**config.mk**
```make
export PLATFORM = sky130hd
export DESIGN_NAME = p2c_rotate
export DESIGN_NICKNAME = d
export VERILOG_FILES = /design/src/hw/rtl/p2c_pkg.sv /design/src/hw/rtl/p2c_rotate.sv
export SDC_FILE = /design/constraint.sdc
export NUM_CORES = 1
export LEC_CHECK = 0
export ABC_AREA = 0
export BUFFER_PORTS_ARGS = -buffer_cell sky130_fd_sc_hd__buf_4
export CORE_ASPECT_RATIO = 1.75
export CORE_MARGIN = 3
export CORE_UTILIZATION = 45
export DETAILED_ROUTE_END_ITERATION = 8
export GPL_ROUTABILITY_DRIVEN = 0
export PLACE_DENSITY = 0.73
export SLEW_MARGIN = 0
export SYNTH_ARGS = -nofsm -noshare
export SYNTH_HDL_FRONTEND = slang
export SYNTH_SLANG_ARGS = --single-unit
```
**constraint.sdc**
```tcl
create_clock -name clock -period 6.6 [get_ports clock]
set_input_delay 0.66 -clock clock [delete_from_list [all_inputs] [get_ports clock]]
set_output_delay 0.66 -clock clock [all_outputs]
set_load 0.005 [all_outputs]
```
**src/hw/rtl/p2c_pkg.sv**
```systemverilog
// Shared widths, angle constants, arctangent table and vector type for the polar converter.
package p2c_pkg;

   // Field widths of the pixel and of the complex sample.
   localparam int unsigned FIELD_W = 24;

   // Vector components carry 8 fraction bits and headroom for the rotation gain.
   localparam int unsigned XY_W = 34;

   // Residual angle in Q28 radians; after reduction it lies within plus or minus pi.
   localparam int unsigned Z_W = 32;

   // Wide angle used while the phase is reduced modulo two pi.
   localparam int unsigned ZW_W = 34;

   // Product of amplitude and gain constant.
   localparam int unsigned PROD_W = 55;

   // Number of entries in the arctangent table.
   localparam int unsigned ATAN_ENTRIES = 24;

   // Angle constants in Q28 radians.
   localparam logic signed [ZW_W-1:0] PI_WIDE      = 34'sd843314857;
   localparam logic signed [ZW_W-1:0] TWO_PI_WIDE  = 34'sd1686629713;
   localparam logic signed [Z_W-1:0]  PI_Q28       = 32'sd843314857;
   localparam logic signed [Z_W-1:0]  HALF_PI_Q28  = 32'sd421657428;

   // Gain constant pieces in Q30.
   localparam longint GAIN_BASE_Q30 = 64'sd652032874;
   localparam longint GAIN_TAIL_NUM = 64'sd434688583;

   // Rounded arctangent of two to the minus i, in Q28 radians.
   localparam logic signed [Z_W-1:0] ATAN_Q28 [ATAN_ENTRIES] = '{
      32'sd210828714, 32'sd124459457, 32'sd65760959, 32'sd33381290,
      32'sd16755422,  32'sd8387244,   32'sd4193963,  32'sd2097109,
      32'sd1048571,   32'sd524287,    32'sd262144,   32'sd131072,
      32'sd65536,     32'sd32768,     32'sd16384,    32'sd8192,
      32'sd4096,      32'sd2048,      32'sd1024,     32'sd512,
      32'sd256,       32'sd128,       32'sd64,       32'sd32
   };

   // One vector in flight through the rotation stages.
   typedef struct packed {
      logic signed [XY_W-1:0] x;
      logic signed [XY_W-1:0] y;
      logic signed [Z_W-1:0]  z;
   } vec_type;

endpackage

```
**src/hw/rtl/p2c_rotate.sv**
```systemverilog
// One registered micro-rotation stage of the polar-to-rectangular pipeline.
module p2c_rotate #(
   parameter int unsigned SHIFT = 0
) (
   input  logic             clock,
   input  logic             reset,
   input  logic             advance,
   input  logic             in_valid,
   input  p2c_pkg::vec_type in_vec,
   output logic             out_valid,
   output p2c_pkg::vec_type out_vec
);
   import p2c_pkg::*;

   logic    valid_ff;
   vec_type vec_ff;
   vec_type vec_in;
   logic signed [XY_W-1:0] dx;
   logic signed [XY_W-1:0] dy;

   // Rotate toward zero residual angle; the shifts round toward minus infinity.
   always_comb begin
      dx = in_vec.y >>> SHIFT;
      dy = in_vec.x >>> SHIFT;
      if (!in_vec.z[Z_W-1]) begin
         vec_in.x = in_vec.x - dx;
         vec_in.y = in_vec.y + dy;
         vec_in.z = in_vec.z - ATAN_Q28[SHIFT];
      end else begin
         vec_in.x = in_vec.x + dx;
         vec_in.y = in_vec.y - dy;
         vec_in.z = in_vec.z + ATAN_Q28[SHIFT];
      end
   end

   // Stage valid bit.
   always_ff @(posedge clock) begin
      if (reset) begin
         valid_ff <= 1'b0;
      end else if (advance) begin
         valid_ff <= in_valid;
      end
   end

   // Stage payload.
   always_ff @(posedge clock) begin
      if (advance) begin
         vec_ff <= vec_in;
      end
   end

   assign out_valid = valid_ff;
   assign out_vec   = vec_ff;

endmodule

```
After elaboration in Yosys (flattened, before gate mapping)
Index checks and enable logic that the tools add are counted.
{ "op_classes": {"n_addsub": 5, "n_mux": 1} }
{ "ops": {"columns": ["op", "n"], "rows": [
  ["$mux 100", 1],
  ["$sub 34x34->34", 2],
  ["$add 34x34->34", 1],
  ["$add 32x29->32 const B", 1],
  ["$sub 32x29->32 const B", 1]
]} }
{ "word_totals": {"register_bits": 101, "inputBits": 104, "out_inout_bits": 101, "wordCells": 10} }

Longest topological paths before layout
{ "depth": {"ltp_word": 2, "depth_mapped": 13, "depth_no_buf": 12} }

Worst setup path before layout
Ideal clock, no wire load.
{ "synth_timing": {"path_type": "in2reg", "startpoint": "input port in_vec[31] (netlist name)", "endpoint": "register vec_ff (netlist bit out_vec[29]), data pin", "t_arrival_ps": 3753, "t_required_ps": 6342, "path_slack_ps": 2589, "cell_stages": 13, "n_path_buf": 2, "path_cell_list": "inv_1 clkbuf_1 buf_1 ha_1 nand4_1 nor3_1 o221ai_1 a31oi_1 a41oi_1 or2_2 o311ai_0 a21oi_1 xnor2_1"} }
{ "synth_lines": {"columns": ["element", "line_no", "text"], "rows": [
  ["start: declaration", "p2c_rotate.sv:9", "input p2c_pkg::vec_type in_vec,"],
  ["end signal: assignment", "p2c_rotate.sv:48", "vec_ff <= vec_in;"],
  ["end: declaration", "p2c_rotate.sv:16", "vec_type vec_ff;"]
]} }

==> out/qor.csv <==
stage,metric,value,unit
setup_path,critical path class,primary input to register,
floorplan,Placeable Area,0.0222,mm²
drt,DRC violation count after routing,0,
setup_path,worst-path cell chain,buf_4 > inv_2 > ha_1 > nand4_1 > nor3_1 > o221ai_1 > a31oi_1 > a41oi_1 > or2_2 > o311ai_0 > a21oi_1 > xnor2_1,
drt,via count,9877,
timing,Hold Worst Slack,446,ps
drt,"wirelength, routed",32.4,mm
setup_path,largest fanout on the critical path,56,
timing,worst clock skew,0,ps
global_routing,met1 Use GR,25.5,%
clock_tree,root buffer selected by CTS,clkbuf_16,
logic_synthesis,"Distinct cells, synth",66,
logic_synthesis,ys async rst share,0,%
floorplan,Chip Width,119,µm
timing,total count of hold-check failures in the final report,0,
clock_tree,Num Clock Sinks,100,
global_routing,largest net degree at the start of global routing,99,
clock_tree,clock transition time at the flip-flop clock pins of the worst setup and hold paths,70,ps
layout,area of the multi-input gates,0.00652,mm²
floorplan,vertical die dimension,205,µm
status,status,completed,
power_and_ir_drop,worst vdd rail ir drop,0.000102,V
layout,area overhead of the layout relative to synthesis,20.1,%
logic_synthesis,number of enable flip-flop cells after synthesis,99,
global_routing,sum of overflow across all layers after global routing,0,
clock_tree,H-tree lvl count,3,
floorplan,die area,0.0244,mm²
setup_path,type of origin of the critical path,primary input,
setup_path,data required time at the worst endpoint,6710,ps
timing,number of failing setup endpoints in the final timing report,0,
min_path,worst hold path type,primary input to register,
job,max-capacitance violation count,0,
layout,Register Area,0.00299,mm²
logic_synthesis,YS warnings,0,
layout,filler cell count,2109,
layout,Inserted Diodes,0,
drt,first-pass iteration count of the detailed router,7,
clock_tree,Clock Tree Buf Depth,2,
layout,final net count,1605,
logic_synthesis,commonest cells in the synthesized netlist,"156 x a21oi_1, 128 x ha_1, 112 x inv_1",
logic_synthesis,post-synthesis sequential area ratio,29.5,%
timing,Final Max Slew Viols,0,
logic_synthesis,post-synthesis area per instance,8.46,µm²
floorplan,initial core utilization,45.7,%
timing,"Worst Setup Slack, final",2630,ps
clock_tree,number of gates given a new drive strength after cts,0,
logic_synthesis,flip-flop and latch count after synthesis,100,
timing,setup TNS,0,ps
placed_design,"Cell Area, Placed",0.0119,mm²
timing,actual slew at the worst max-slew pin,1120,ps
global_routing,global-route track usage on met2,48.9,%
placed_design,final HPWL from detailed placement,25.3,mm
timing,"Min Clock Period, post-route",3970,ps
global_routing,initial antenna violation count,0,
global_routing,met3 routing resource usage after global routing,4.23,%
clock_tree,Inserted Clock Buffers,9,
logic_synthesis,Mapped Cells,1197,
timing,upper clock frequency limit,252,MHz
global_routing,most congested layer reported by global routing,met2,
clock_tree,insertion delay of the later-clocked pin in the worst-skew pair,360,ps
logic_synthesis,most area-consuming cells after synthesis,"edfxtp_1 29%, ha_1 16%, a21oi_1 7.7%",
clock_tree,buffers inserted during post-CTS setup optimization,0,
logic_synthesis,synthesized cell area,0.0101,mm²
drt,antenna violation net count after detailed routing,0,
floorplan,IO Count,205,
clock_tree,CTS Hold Buffers Added,0,
setup_path,Critical Path AT,4090,ps
setup_path,top cell family by delay on the critical path,compound AO/OA/AOI/OAI gates,
power_and_ir_drop,leakage,5.35,nW
clock_tree,clock tree from TritonCTS,done,
layout,design area,0.0122,mm²
global_routing,GRT Total Usage,26.0,%
setup_path,crit-path max cell delay,770,ps
logic_synthesis,Post-Syn Nets,1433,
placed_design,pre-CTS WS,2250,ps
drt,Routed WL per cell,19.4,µm
layout,layout cells sized above 1,17.3,%
floorplan,number of core rows,72,
logic_synthesis,largest area contributor in the netlist,edfxtp_1,
layout,share of the core filled with cells in the final layout,54.9,%
power_and_ir_drop,PD cells,198,mW/mm²
global_routing,vias in the first global route,9841,
logic_synthesis,top-area cell type share of the netlist area,29.3,%
timing,setup repair after global routing missed its margin,false,
timing,post-route fraction of the period consumed by the critical path,60.2,%
setup_path,crit path max-delay cell type,inv_2,
drt,number of DRC markers after the initial detailed-route iteration,863,
global_routing,first-pass GRT wire length,50.0,mm
setup_path,sort of element at the end of the critical path,register,
timing,tightest slew margin relative to the limit,25.2,%
logic_synthesis,cell with the most instances after synthesis,a21oi_1,
placed_design,port buffer count,204,
drt,average via count per standard cell,5.91,
setup_path,count of buffer and inverter cells on the critical path,2,
logic_synthesis,dominant synthesized flop cell,edfxtp_1,
## final timing paths
kind	start	endpoint	slack [ps]	cells past startpoint
setup / recovery	in_vec[31]	out_vec[29]	2630	12
hold / removal	reset	out_valid	450	2
setup reg to reg	out_valid	out_valid	6020	2
hold reg to reg	out_valid	out_valid	500	2
## power breakdown
part           switching [mW]  leakage, nW  internal (mW)
clock network           0.260        0.144          0.297
registers              0.0329        0.977          0.841
logic                   0.556         4.23          0.425
## cell type report
class,count,area share (%)
Tap cell,296,3.04
Sequential cell,100,24.6
Inverter,118,3.64
Multi-Input combinational cell,934,53.6
Clock buffer,9,1.85
Clock inverter,7,0.596
Timing Repair Buffer,206,12.7
## cell usage in the layout (no fill, tap or decap), drive strengths merged, types with 5 or more instances in the layout
cell and instances:
a2111oi 5, a211oi 20, a21o 22, a21oi 156, a31oi 14, buf 206
clkbuf 9, clkinv 8, edfxtp 99, ha 128, inv 115, mux2i 14
nand2 59, nand2b 14, nand3 17, nand4 14, nor2 97, nor2b 13
nor3 27, nor4 10, o211ai 12, o21a 10, o21ai 88, o21bai 27
o311ai 5, o31ai 17, or2 8, or3 13, xnor2 73, xor2 16
## registers in the layout (all words and copies together), names as in the netlist
register   count
out_valid      1
out_vec       99
## per-stage QoR
step,total power [mW],std cells
floorplan,1.44,1197
global placement,1.84,1654
detailed placement,1.85,1654
CTS,2.41,1670
global route,2.54,1670
finish,2.41,1670
## per-layer routing
metal	vias to the layer above	wire length (µm)	part of all wire, %
met1	4517	10600	33
met5	-	0	0
met3	163	2110	6.5
met4	0	2560	7.9
li1	4680	-	-
met2	517	17100	53
## logic make-up after synthesis
| family | share of synthesized area [%] |
|---|---|
| adder cells (fa/ha/maj) | 16.6 |
| buffers and inverters | 6.12 |
| AND/OR/NAND/NOR | 13.3 |
| multiplexers | 1.38 |
| AO/OA/AOI/OAI | 25.3 |
| XOR/XNOR | 7.69 |
| flip-flops | 29.5 |
## worst reg2reg max path, cell delays in order (launching register included)
cell and delay [ps]:
dfxtp_1 310, mux2i_1 120, nor2_1 50
(Power assumes the default switching activity.)
